`config.mk`:
```
export PLATFORM = sky130hd
export DESIGN_NAME = axis_reduction_sum_mean_max_argmax_core
export DESIGN_NICKNAME = d
export VERILOG_FILES = /design/src/rtl/arsm_pkg.sv /design/src/rtl/axis_reduction_sum_mean_max_argmax_core.sv /design/src/rtl/arsm_front.sv /design/src/rtl/arsm_queue.sv /design/src/rtl/arsm_back.sv
export SDC_FILE = /design/constraint.sdc
export NUM_CORES = 1
export LEC_CHECK = 0
export ABC_AREA = 1
export BUFFER_PORTS_ARGS = -buffer_cell sky130_fd_sc_hd__buf_2
export CELL_PAD_IN_SITES_DETAIL_PLACEMENT = 1
export CELL_PAD_IN_SITES_GLOBAL_PLACEMENT = 2
export CORE_UTILIZATION = 38
export DETAILED_ROUTE_END_ITERATION = 6
export PLACE_DENSITY_LB_ADDON = 0.1
export SYNTH_ARGS = -nofsm -noshare
export SYNTH_HDL_FRONTEND = slang
export SYNTH_HIERARCHICAL = 1
export SYNTH_SLANG_ARGS = --single-unit
```
`constraint.sdc`:
```
create_clock -name clk -period 9.2 [get_ports clk]
set_input_delay 0.46 -clock clk [delete_from_list [all_inputs] [get_ports clk]]
set_output_delay 0.46 -clock clk [all_outputs]
set_load 0.02 [all_outputs]
```
`src/rtl/arsm_pkg.sv`:
```
// Shared types and constants for the axis reduction core.
// Used by the front, queue, back and top-level modules; depends on nothing.
`timescale 1ns / 1ps
`default_nettype none
package arsm_pkg;

  localparam int VALUE_WIDTH     = 32;
  localparam int COUNT_WIDTH     = 16;
  localparam int TOTAL_WIDTH     = VALUE_WIDTH + COUNT_WIDTH;
  localparam int STEP_WIDTH      = $clog2(TOTAL_WIDTH + 1);
  localparam int CFG_INDEX_WIDTH = 2;

  localparam logic [CFG_INDEX_WIDTH-1:0] REG_KIND   = CFG_INDEX_WIDTH'(0);
  localparam logic [CFG_INDEX_WIDTH-1:0] REG_LENGTH = CFG_INDEX_WIDTH'(1);

  typedef enum logic [1:0] {
    KIND_SUM    = 2'd0,
    KIND_MEAN   = 2'd1,
    KIND_MAX    = 2'd2,
    KIND_ARGMAX = 2'd3
  } kind_t;

  typedef struct packed {
    kind_t                          kind;
    logic [COUNT_WIDTH-1:0]         len;
    logic signed [TOTAL_WIDTH-1:0]  total;
    logic signed [VALUE_WIDTH-1:0]  best;
    logic [COUNT_WIDTH-1:0]         best_pos;
  } run_t;

  typedef struct packed {
    logic full;
    logic empty;
  } fifo_status_t;

endpackage
`default_nettype wire

```
`src/rtl/axis_reduction_sum_mean_max_argmax_core.sv`:
```
// Reduces runs of axis_length signed Q16.16 elements into one sum, mean, max or
// argmax result per run. An element is accepted every cycle while the two-entry
// run queue has room. Sum, max and argmax results are registered in the cycle
// after their record leaves the queue; a mean goes via the 48-step restoring
// divider in the back end; short mean runs throttle input once the queue
// fills. Kind and length are written on the cfg port (index 0 kind, 1 length).
// Top level: config registers, arsm_front, arsm_queue and arsm_back.
`timescale 1ns / 1ps
`default_nettype none
module axis_reduction_sum_mean_max_argmax_core (
  input  wire logic                                         clk,
  input  wire logic                                         rst_n,
  input  wire logic                                         cfg_valid,
  output logic                                              cfg_ready,
  input  wire logic [arsm_pkg::CFG_INDEX_WIDTH-1:0]         cfg_index,
  input  wire logic [arsm_pkg::COUNT_WIDTH-1:0]             cfg_data,
  input  wire logic                                         in_valid,
  output logic                                              in_ready,
  input  wire logic signed [arsm_pkg::VALUE_WIDTH-1:0]      in_sample_value,
  output logic                                              out_valid,
  input  wire logic                                         out_ready,
  output logic signed [arsm_pkg::VALUE_WIDTH-1:0]           out_reduced_value,
  output logic [arsm_pkg::COUNT_WIDTH-1:0]                  out_best_index,
  output logic                                              out_saturated
);

  arsm_pkg::kind_t                   kind_r;
  logic [arsm_pkg::COUNT_WIDTH-1:0]  length_r;
  arsm_pkg::run_t                    push_rec;
  arsm_pkg::run_t                    head_rec;
  arsm_pkg::fifo_status_t            q_stat;
  logic                              push;
  logic                              pop;

  assign cfg_ready = 1'b1;

  always_ff @(posedge clk) begin
    if (!rst_n) begin
      kind_r   <= arsm_pkg::KIND_SUM;
      length_r <= arsm_pkg::COUNT_WIDTH'(1);
    end else if (cfg_valid && cfg_ready) begin
      unique case (cfg_index)
        arsm_pkg::REG_KIND:   kind_r   <= arsm_pkg::kind_t'(cfg_data[1:0]);
        arsm_pkg::REG_LENGTH: length_r <= cfg_data;
        default: ;
      endcase
    end
  end

  arsm_front u_front (
    .clk             (clk),
    .rst_n           (rst_n),
    .in_valid        (in_valid),
    .in_ready        (in_ready),
    .in_sample_value (in_sample_value),
    .kind            (kind_r),
    .axis_length     (length_r),
    .q_stat          (q_stat),
    .push            (push),
    .rec             (push_rec)
  );

  arsm_queue u_queue (
    .clk   (clk),
    .rst_n (rst_n),
    .push  (push),
    .wdata (push_rec),
    .pop   (pop),
    .rdata (head_rec),
    .stat  (q_stat)
  );

  arsm_back u_back (
    .clk               (clk),
    .rst_n             (rst_n),
    .rec               (head_rec),
    .q_stat            (q_stat),
    .pop               (pop),
    .out_valid         (out_valid),
    .out_ready         (out_ready),
    .out_reduced_value (out_reduced_value),
    .out_best_index    (out_best_index),
    .out_saturated     (out_saturated)
  );

endmodule
`default_nettype wire

```
`src/rtl/arsm_front.sv`:
```
// Front end: accumulates total, maximum and its position over each run.
// Emits one run record per completed run; uses arsm_pkg.
`timescale 1ns / 1ps
`default_nettype none
module arsm_front (
  input  wire logic                                     clk,
  input  wire logic                                     rst_n,
  input  wire logic                                     in_valid,
  output logic                                          in_ready,
  input  wire logic signed [arsm_pkg::VALUE_WIDTH-1:0]  in_sample_value,
  input  wire arsm_pkg::kind_t                          kind,
  input  wire logic [arsm_pkg::COUNT_WIDTH-1:0]         axis_length,
  input  wire arsm_pkg::fifo_status_t                   q_stat,
  output logic                                          push,
  output arsm_pkg::run_t                                rec
);

  logic [arsm_pkg::COUNT_WIDTH-1:0]        count_r, count_nxt;
  logic signed [arsm_pkg::TOTAL_WIDTH-1:0] total_r, total_nxt;
  logic signed [arsm_pkg::VALUE_WIDTH-1:0] best_r, best_nxt;
  logic [arsm_pkg::COUNT_WIDTH-1:0]        bpos_r, bpos_nxt;
  logic [arsm_pkg::COUNT_WIDTH-1:0]        len_eff;
  logic                                    accept;
  logic                                    last;
  logic                                    take;

  assign in_ready = !q_stat.full;
  assign accept   = in_valid && in_ready;
  assign len_eff  = (axis_length == '0) ? arsm_pkg::COUNT_WIDTH'(1) : axis_length;
  assign last     = ({1'b0, count_r} + (arsm_pkg::COUNT_WIDTH+1)'(1)) >= {1'b0, len_eff};
  assign take     = (count_r == '0) || (in_sample_value > best_r);

  always_comb begin
    best_nxt  = take ? in_sample_value : best_r;
    bpos_nxt  = take ? count_r : bpos_r;
    total_nxt = total_r + arsm_pkg::TOTAL_WIDTH'(in_sample_value);
    count_nxt = count_r + arsm_pkg::COUNT_WIDTH'(1);
  end

  assign push         = accept && last;
  assign rec.kind     = kind;
  assign rec.len      = len_eff;
  assign rec.total    = total_nxt;
  assign rec.best     = best_nxt;
  assign rec.best_pos = bpos_nxt;

  always_ff @(posedge clk) begin
    if (!rst_n) begin
      count_r <= '0;
      total_r <= '0;
      best_r  <= '0;
      bpos_r  <= '0;
    end else if (accept) begin
      best_r <= best_nxt;
      bpos_r <= bpos_nxt;
      if (last) begin
        count_r <= '0;
        total_r <= '0;
      end else begin
        count_r <= count_nxt;
        total_r <= total_nxt;
      end
    end
  end

endmodule
`default_nettype wire

```
`src/rtl/arsm_queue.sv`:
```
// Two-entry queue of run records between front and back.
// Uses arsm_pkg for the record and status types.
`timescale 1ns / 1ps
`default_nettype none
module arsm_queue (
  input  wire logic             clk,
  input  wire logic             rst_n,
  input  wire logic             push,
  input  wire arsm_pkg::run_t   wdata,
  input  wire logic             pop,
  output arsm_pkg::run_t        rdata,
  output arsm_pkg::fifo_status_t stat
);

  arsm_pkg::run_t mem_r [2];
  logic           wr_ptr_r;
  logic           rd_ptr_r;
  logic [1:0]     fill_r;

  assign stat.full  = (fill_r == 2'd2);
  assign stat.empty = (fill_r == 2'd0);
  assign rdata      = mem_r[rd_ptr_r];

  always_ff @(posedge clk) begin
    if (push) begin
      mem_r[wr_ptr_r] <= wdata;
    end
  end

  always_ff @(posedge clk) begin
    if (!rst_n) begin
      wr_ptr_r <= 1'b0;
      rd_ptr_r <= 1'b0;
      fill_r   <= 2'd0;
    end else begin
      if (push) begin
        wr_ptr_r <= ~wr_ptr_r;
      end
      if (pop) begin
        rd_ptr_r <= ~rd_ptr_r;
      end
      unique case ({push, pop})
        2'b10:   fill_r <= fill_r + 2'd1;
        2'b01:   fill_r <= fill_r - 2'd1;
        default: fill_r <= fill_r;
      endcase
    end
  end

endmodule
`default_nettype wire

```
`src/rtl/arsm_back.sv`:
```
// Back end: turns run records into results; mean goes through a
// one-bit-per-cycle restoring divider. Uses arsm_pkg.
`timescale 1ns / 1ps
`default_nettype none
module arsm_back (
  input  wire logic                                clk,
  input  wire logic                                rst_n,
  input  wire arsm_pkg::run_t                      rec,
  input  wire arsm_pkg::fifo_status_t              q_stat,
  output logic                                     pop,
  output logic                                     out_valid,
  input  wire logic                                out_ready,
  output logic signed [arsm_pkg::VALUE_WIDTH-1:0]  out_reduced_value,
  output logic [arsm_pkg::COUNT_WIDTH-1:0]         out_best_index,
  output logic                                     out_saturated
);

  localparam int TW = arsm_pkg::TOTAL_WIDTH;
  localparam int VW = arsm_pkg::VALUE_WIDTH;
  localparam int CW = arsm_pkg::COUNT_WIDTH;

  typedef enum logic {ST_IDLE, ST_DIV} state_t;

  typedef struct packed {
    logic signed [VW-1:0] value;
    logic                 clipped;
  } clamp_t;

  function automatic clamp_t clamp_value(input logic signed [TW:0] v);
    clamp_t r;
    logic   fits;
    fits      = (&v[TW:VW-1]) || !(|v[TW:VW-1]);
    r.clipped = !fits;
    if (fits) begin
      r.value = v[VW-1:0];
    end else if (v[TW]) begin
      r.value = {1'b1, {(VW-1){1'b0}}};
    end else begin
      r.value = {1'b0, {(VW-1){1'b1}}};
    end
    return r;
  endfunction

  state_t                           state_r;
  logic                             out_valid_r;
  logic signed [VW-1:0]             value_r;
  logic [CW-1:0]                    index_r;
  logic                             sat_r;
  logic [TW-1:0]                    quo_r;
  logic [CW-1:0]                    rem_r;
  logic [CW-1:0]                    div_r;
  logic                             neg_r;
  logic [arsm_pkg::STEP_WIDTH-1:0]  step_r;

  logic                             slot_free;
  logic                             load_out;
  logic [CW:0]                      trial;
  logic                             fit_bit;
  logic [CW:0]                      trial_sub;
  logic signed [TW:0]               quo_signed;
  logic signed [TW:0]               total_wide;
  clamp_t                           mean_clamp;
  clamp_t                           sum_clamp;

  assign slot_free = !out_valid_r || out_ready;
  assign pop = (state_r == ST_IDLE) && !q_stat.empty &&
               ((rec.kind == arsm_pkg::KIND_MEAN) || slot_free);
  assign load_out = ((state_r == ST_IDLE) && pop && (rec.kind != arsm_pkg::KIND_MEAN)) ||
                    ((state_r == ST_DIV) && (step_r == '0) && slot_free);

  always_comb begin
    trial      = {rem_r, quo_r[TW-1]};
    trial_sub  = trial - {1'b0, div_r};
    fit_bit    = (trial >= {1'b0, div_r});
    quo_signed = neg_r ? -$signed({1'b0, quo_r}) : $signed({1'b0, quo_r});
    total_wide = {rec.total[TW-1], rec.total};
    mean_clamp = clamp_value(quo_signed);
    sum_clamp  = clamp_value(total_wide);
  end

  always_ff @(posedge clk) begin
    if (!rst_n) begin
      state_r     <= ST_IDLE;
      out_valid_r <= 1'b0;
      step_r      <= '0;
    end else begin
      if (load_out) begin
        out_valid_r <= 1'b1;
      end else if (out_valid_r && out_ready) begin
        out_valid_r <= 1'b0;
      end
      unique case (state_r)
        ST_IDLE: begin
          if (pop) begin
            if (rec.kind == arsm_pkg::KIND_MEAN) begin
              neg_r   <= rec.total[TW-1];
              quo_r   <= rec.total[TW-1] ? TW'(-rec.total) : TW'(rec.total);
              rem_r   <= '0;
              div_r   <= rec.len;
              step_r  <= arsm_pkg::STEP_WIDTH'(TW);
              state_r <= ST_DIV;
            end else begin
              unique case (rec.kind)
                arsm_pkg::KIND_SUM: begin
                  value_r <= sum_clamp.value;
                  index_r <= '0;
                  sat_r   <= sum_clamp.clipped;
                end
                arsm_pkg::KIND_MAX: begin
                  value_r <= rec.best;
                  index_r <= rec.best_pos;
                  sat_r   <= 1'b0;
                end
                default: begin
                  value_r <= '0;
                  index_r <= rec.best_pos;
                  sat_r   <= 1'b0;
                end
              endcase
            end
          end
        end
        ST_DIV: begin
          if (step_r != '0) begin
            rem_r  <= fit_bit ? trial_sub[CW-1:0] : trial[CW-1:0];
            quo_r  <= {quo_r[TW-2:0], fit_bit};
            step_r <= step_r - arsm_pkg::STEP_WIDTH'(1);
          end else if (slot_free) begin
            value_r     <= mean_clamp.value;
            index_r     <= '0;
            sat_r       <= 1'b0;
            state_r     <= ST_IDLE;
          end
        end
        default: state_r <= ST_IDLE;
      endcase
    end
  end

  assign out_valid         = out_valid_r;
  assign out_reduced_value = value_r;
  assign out_best_index    = index_r;
  assign out_saturated     = sat_r;

  a_pop_nonempty: assert property (@(posedge clk) disable iff (!rst_n)
    pop |-> !q_stat.empty)
    else $error("record taken from empty queue");

  a_div_nonzero: assert property (@(posedge clk) disable iff (!rst_n)
    (state_r == ST_DIV) |-> (div_r != '0))
    else $error("divide by zero length");

  a_rem_bound: assert property (@(posedge clk) disable iff (!rst_n)
    (state_r == ST_DIV) |-> (rem_r < div_r))
    else $error("divider remainder out of range");

  a_div_steps: assert property (@(posedge clk) disable iff (!rst_n)
    (state_r == ST_DIV) |-> (step_r <= arsm_pkg::STEP_WIDTH'(TW)))
    else $error("divider step count out of range");

endmodule
`default_nettype wire

```
==> flow_metrics.tcl, run 1 <==
set metrics [dict create \
    cts_buffers 57 \
    gpl.final_weighted_congestion 0.890 \
    first_pass_iters 5 \
    grt.overflow.total 0 \
    power.density_mw_per_mm2 274 \
    die_height_um 283 \
    tightestPinTransition_ns 1.27 \
    netlist-cell-type-count 56 \
    synth_ff_type "edfxtp_1" \
    synth-async-reset-ratio_pct 0 \
    setup.worst_path.start_class "flop" \
    cts_repair_resize_count 0 \
    worst_case_headroom_to_the_max_slew_limit_pct 15.1 \
    status "complete, no violations" \
    critical_path.slowest_cell "buf_4" \
    final_slew_viol_count 0 \
    final.min_clock_period_ns 4.97 \
    cts_tree "built" \
    via_count 25186 \
    cts_setup_buffers 0 \
    wire_length_of_the_first_global_routing_pass_um 151000 \
    area.growth.synth_to_final_pct 10.9 \
    route.detailed.drc 0 \
    placeableCoreArea_mm2 0.0778 \
    finalPower_mw 9.14 \
    clk_root_buffer_cell "clkbuf_16" \
    placed_instance_area_mm2 0.0314 \
    total_leakage_power_nw 14.5 \
    place_hpwl_um 74100 \
    fp.dieArea_mm2 0.0803 \
    io_pins 107 \
    period_share_pct 54.1 \
    number_of_placement_rows 102 \
    post_cts_hold_buffers 0 \
    setup_viol 0 \
    post_synth_inst_count 3713 \
    clk-insertion-delay-late_ns 0.63 \
    cp_cell_instances "nand2_1 -> nor3_1 -> nand4_1 -> nor2_1 -> nand2_1 -> xor2_1 -> inv_1 -> ha_1 -> inv_1 -> nor3_1 -> inv_1 -> nor2_1 -> o21ai_1 -> nand2_2 -> nor2_4 -> nand2_1 -> nand2_1 -> inv_1 -> inv_1 -> nor2_4 -> buf_4 -> buf_4" \
    drt_iter0_markers 1581 \
    ant_nets 0 \
    critical-path-max-stage-delay_ns 0.85 \
    floorplan.initialDensity_pct 38.6 \
    post_synth_instance_area_mm2 0.0301 \
    cts.sink_count 501 \
    endpoint_kind "flop" \
    most-common-layout-cells "nand2_1, nor2_1, inv_1, edfxtp_1, nand3_1" \
    critPathRequiredTime_ns 9.44 \
    grt_setup_unrepaired "false" \
    postRouteWirelength_um 97600 \
    fin_setup_tns_ns 0 \
    cap_viol_max_count 0 \
    synth.ff_latch_count 501 \
    fraction_of_final_layout_cells_with_drive_strength_greater_than_1_pct 10.4 \
    worst_endpoint_data_arrival_time_ns 5.21 \
    highest_net_fanout_along_the_worst_path 75 \
    worstHoldPathType "in2reg" \
    vdd_ir_drop_max_mv 0.179 \
    antenna_found_initial 3 \
    grt_max_degree 115 \
    mappedNetlistNets 3888 \
    fp.dieW_um 283 \
    placement.io_buffers 105 \
    synth.yosys.warnings 6 \
    clock_skew_ns 0.0195 \
    vias_per_cell 5.20 \
    track_usage_pct 24.1 \
    synth_edf_count 358 \
    nets 3927 \
    number_of_global_route_vias_before_repair 25677 \
    clock_path_buffers 3 \
    synth_area_per_cell_um2 8.10 \
    layout.cell_area.non_filler_mm2 0.0334 \
    leading_cell_type_in_the_layout_fill_and_taps_excluded "nand2_1" \
    detail_route.wl_per_cell_um 20.2 \
    synth_seq_area_share_pct 45.3 \
    clk_transition_reported_paths_ns 0.06 \
    cts.htree.levels 2 \
    crit_path_class "reg2reg" \
    final_hold_viol_count 0 \
    max_freq_mhz 201 \
    critical-path-top-cell-by-count "inv_1" \
]
## worst max-delay path: cells and delay by family (launching register included)
family	cells	cell delay [ns]
buffers and inverters	7	1.75
AND/OR/NAND/NOR	12	1.72
AO/OA/AOI/OAI	1	0.11
XOR/XNOR	1	0.14
adder cells (fa/ha/maj)	1	0.30
flip-flops	1	0.49
## where the power goes
group | leakage [nW] | internal, mW | switching, mW
clock network | 0.964 | 1.39 | 1.01
logic | 9.05 | 1.08 | 2.44
registers | 4.46 | 3.03 | 0.188
## sequential cells by signal (all words and copies together) (netlist names), 16 cells and up, named ones only
name / count
length_r: 16
u_back/div_r: 16
u_back/out_best_index: 16
u_back/out_reduced_value: 32
u_back/quo_r: 48
u_back/rem_r: 16
u_front/best_r: 32
u_front/bpos_r: 16
u_front/count_r: 16
u_front/total_r: 48
u_queue/mem_r: 228
## final timing paths
path,start,end,slack (ns),cells after the start
worst max-delay path,u_front/count_r[3]$_SDFFE_PN0P_,u_queue/mem_r[0][31]$_DFFE_PP_,4.23,22
worst min-delay path,cfg_data[8],length_r[8]$_SDFFE_PN0P_,0.07,3
worst min register to register,u_back/step_r[0]$_SDFFE_PN0P_,u_back/step_r[0]$_SDFFE_PN0P_,0.46,1
worst max register to register,u_front/count_r[3]$_SDFFE_PN0P_,u_queue/mem_r[0][31]$_DFFE_PP_,4.23,22
## cell usage after synthesis, types with 8 or more instances
cell type	number	area, um^2
nand2_1	929	3490
nor2_1	460	1730
inv_1	441	1660
edfxtp_1	358	10800
nand3_1	248	1240
a21oi_1	218	1090
o21ai_0	161	806
dfxtp_1	143	2860
ha_1	118	1480
nand4_1	104	651
clkbuf_1	80	300
xor2_1	72	631
mux2_4	60	901
mux2_2	54	608
nor3_1	27	135
xnor2_1	27	236
buf_2	24	120
nor4_1	19	119
buf_4	16	120
o21ai_1	14	70.1
nand3b_1	13	97.6
buf_1	12	45.0
buf_6	12	135
nand2_2	9	56.3
nor2_2	8	50.1
o21a_1	8	60.1
## area by class of cell
type | count | area (um^2)
fill | 9402 | 44500
clock buffer | 66 | 1510
multi-input combinational | 2617 | 14000
inverter | 448 | 1690
tap | 1040 | 1300
clock inverter | 40 | 467
timing repair buffer | 127 | 716
antenna | 1 | 2.50
sequential | 501 | 13600
## metrics by stage
step           setup WS [ns]  utilization [%]  hold WS, ns  std cells
4_1_cts                 4.19             42.8       0.0205       4839
3_3_place_gp            4.31             40.3        0.447       4733
6_report                4.23             42.8       0.0688       4840
3_5_place_dp            4.20             40.3        0.455       4733
5_1_grt                 3.73             42.8       0.0621       4839
2_1_floorplan           1.03                -        0.426       3713
## per-layer routing
layer  vias up  track usage, %  share of wire, %
li1      12354               -                 -
met1     12353            34.8                49
met2       368            38.1                45
met3       109            2.95               3.6
met4         2            5.65               2.1
met5         -               0             0.020
## cells by family (layout without fill, tap and decap cells)
kind of cell,Yosys count,count (layout),share of synthesized area (%)
other cells,1,2,0.0125
xor+xnor,99,99,2.88
simple gates,1844,1844,26.0
fa+ha+maj,120,120,5.04
compound gates,439,439,7.69
mux,114,114,5.02
flops,501,501,45.3
buf+inv,595,681,8.10
Note: power is estimated with default switching activity, not from simulation.
==> inputs of run 2 (changes only) <==
ABC_AREA = 0   (was 1)
CORE_UTILIZATION = 40   (was 38)
clock period = 5.1 ns   (was 9.2 ns; I/O delays follow)
==> run 2 against run 1 <==
Compared with the run above:
- clock skew is 0.0018 ns higher
- sequential share of layout area is 2.4 points higher
- combinational power is 38% higher
- fmax grew 19%
- via count down 21%
- power grew 62%
- final area shrank 5.5%
- cell count is 25% lower
- clock power up 78%
- critical endpoint is now u_back/out_reduced_value[15]$_DFFE_PP_
==> flow_metrics.tcl, run 2 <==
set metrics [dict create \
    crit_path_class "reg2reg" \
    synth-async-reset-ratio_pct 0 \
    vdd_ir_drop_max_mv 0.299 \
    power.density_mw_per_mm2 469 \
    placement.io_buffers 105 \
    final.min_clock_period_ns 4.19 \
    wire_length_of_the_first_global_routing_pass_um 124000 \
    first_pass_iters 5 \
    synth_seq_area_share_pct 49.1 \
    post-synth-top-area-fraction_pct 38.8 \
    top_register "u_queue/mem_r" \
    final_hold_viol_count 0 \
    worst_case_headroom_to_the_max_slew_limit_pct 17.1 \
    grt_setup_unrepaired "false" \
    nets 2838 \
    fin_setup_tns_ns 0 \
    compound_gate_fraction_of_synth_area_pct 13.2 \
    gpl.final_weighted_congestion 0.874 \
    final_slew_viol_count 0 \
    fraction_of_final_layout_cells_with_drive_strength_greater_than_1_pct 16.7 \
    max_freq_mhz 239 \
    cts_buffers 57 \
    share_comb_of_total_power_pct 32.8 \
    most-common-layout-cells "edfxtp_1, nand2_1, mux2_2, nor2_1, a21oi_1" \
    drt_iter0_markers 1133 \
    endpoint_kind "flop" \
    flip_flop_count_of_the_largest_register_all_copies_and_words_added 228 \
    status "complete, no violations" \
    area.growth.synth_to_final_pct 13.7 \
    timing.reg2reg.setup_slack_ns 0.91 \
    synth_xor_xnor_area_share_pct 5.17 \
    synth_top_cell_by_area "edfxtp_1" \
    grt.overflow.total 0 \
    detail_route.wl_per_cell_um 22.0 \
    die_height_um 265 \
    clk_transition_reported_paths_ns 0.06 \
    multiInputGateArea_mm2 0.0130 \
    vias_per_cell 5.49 \
    synth.yosys.warnings 6 \
    clock_path_buffers 3 \
    post_synth_inst_count 2568 \
    power.share.clock_pct 29.0 \
    synth.cells.most_frequent "edfxtp_1, nand2_1, mux2_2, nor2_1, dfxtp_1" \
    mappedNetlistNets 2743 \
    largest_registers "u_queue/mem_r: 228 flops, u_back/quo_r: 48 flops, u_front/total_r: 48 flops" \
    post_synth_instance_area_mm2 0.0277 \
    via_count 19999 \
    place_worst_setup_slack_ns 0.893 \
    antenna_found_initial 2 \
    filler_cell_count 7338 \
    fp.dieArea_mm2 0.0703 \
    number_of_placement_rows 96 \
    share_seq_of_total_power_pct 38.2 \
    io_pins 107 \
    netlist-cell-type-count 98 \
    worstHoldPathType "in2reg" \
    floorplan.initialDensity_pct 40.4 \
    total_leakage_power_nw 11.9 \
    setup.worst_path.start_class "flop" \
    synth.ff_latch_count 501 \
    clk-insertion-delay-late_ns 0.63 \
    cts.htree.levels 2 \
    highest_net_fanout_along_the_worst_path 31 \
    worst_endpoint_data_arrival_time_ns 4.50 \
    postRouteWirelength_um 80000 \
    leading_cell_type_in_the_layout_fill_and_taps_excluded "edfxtp_1" \
    cts_tree "built" \
    placed_cells_incl_taps 3483 \
    fp.dieW_um 265 \
    number_of_global_route_vias_before_repair 20570 \
    cap_viol_max_count 0 \
    finalWorstSetupSlack_ns 0.908 \
    cts_setup_buffers 0 \
    placeableCoreArea_mm2 0.0686 \
    synthMuxAreaShare_pct 9.38 \
    synth_top_family_by_area "simple AND/OR/NAND/NOR gates" \
    setup_viol 0 \
    route.detailed.drc 0 \
    synth_edf_count 358 \
    period_share_pct 82.2 \
    synth_area_per_cell_um2 10.8 \
    track_usage_pct 22.7 \
    ant_nets 0 \
    synth_ff_type "edfxtp_1" \
    yosys.cell_count.top_type "edfxtp_1" \
    place_hpwl_um 58600 \
    simple_gate_share_of_the_synthesized_area_pct 13.3 \
    area.sequential_mm2 0.0136 \
    critPathRequiredTime_ns 5.41 \
    final_cells 3645 \
    total_switching_power_mw 5.14 \
    cts.sink_count 501 \
    adder_cell_fraction_of_synth_area_pct 5.47 \
    grt_max_degree 116 \
    tightestPinTransition_ns 1.24 \
    sw_frac_of_total_pct 34.8 \
    clk_root_buffer_cell "clkbuf_16" \
    power.internal_mw 9.65 \
    synth_top_cells_by_area "edfxtp_1, dfxtp_1, mux2_2, ha_1, nand2_1" \
    clock_skew_ns 0.0212 \
]
==> run 2: worst max-delay path: stages (launching register included) <==
cell and delay (ns):
edfxtp_1 0.41, inv_1 0.14, ha_1 0.27, nor3b_1 0.33, nand4_2 0.36, or4_1 0.50, o21ai_0 0.20, xnor2_1 0.19
nor4_2 0.08, and3_1 0.17, o21ai_2 0.94, o221ai_1 0.27
==> run 2: path summary, 6_finish.rpt <==
path / start / end / cells past startpoint
max reg2reg: u_back/quo_r[0]$_DFFE_PP_ / u_back/out_reduced_value[15]$_DFFE_PP_ / 11
min: out_ready / u_back/out_valid$_SDFFE_PN0P_ / 3
min reg2reg: u_front/total_r[24]$_SDFFE_PN0P_ / u_front/total_r[24]$_SDFFE_PN0P_ / 2
max: u_back/quo_r[0]$_DFFE_PP_ / u_back/out_reduced_value[15]$_DFFE_PP_ / 11
==> run 2: power groups by stage <==
stage	logic, mW	clock network [mW]	registers, mW
6_report	4.85	4.28	5.65
2_1_floorplan	3.24	0	5.75
4_1_cts	4.86	4.42	5.66
3_5_place_dp	4.79	0	5.74
5_1_grt	5.30	4.54	5.72
3_3_place_gp	4.70	0	5.70
==> run 2: layer usage <==
| metal | share of wire, % | wire length (um) | vias to the layer above | track usage (%) |
|---|---|---|---|---|
| met4 | 1.4 | 1160 | 0 | 4.34 |
| li1 | - | - | 9616 | - |
| met3 | 3.6 | 2910 | 76 | 2.60 |
| met2 | 44 | 35600 | 318 | 35.5 |
| met5 | 0 | 0 | - | 0 |
| met1 | 50 | 40400 | 9989 | 33.7 |
==> run 2: repair_timing <==
action | 4_1_cts | 5_1_grt
endpoints found under the setup margin | 0 | 0
resized for setup | 0 | 0
hold buffers | 52 | 0
endpoints found under the hold margin | 51 | 0
==> run 2: cells by family after synthesis <==
group	Yosys count
other	1
xor gates and xnor gates	161
AOI/OAI and AO/OA	556
adders and majority gates	120
buffers and inverters	258
and+or+nand+nor	733
DFF	501
muxes	238
==> run 2: through the flow <==
step           power [mW]  hold WS [ns]  util [%]  cell area (um^2)
2_1_floorplan        8.99         0.373         -             27700
3_3_place_gp         10.4         0.441      42.3             29000
3_5_place_dp         10.5         0.450      42.3             29000
4_1_cts              14.9        0.0173      46.0             31500
5_1_grt              15.6        0.0223      46.0             31500
6_report             14.8        0.0676      46.0             31500
==> run 2: final cells by class <==
cell class	count	area share, %
tap	931	3.70
multi-input combinational	1809	41.1
timing repair buffer	193	4.49
clock buffer	63	4.63
inverter	101	1.21
clock inverter	45	1.62
sequential	501	43.2
antenna	2	0.0159
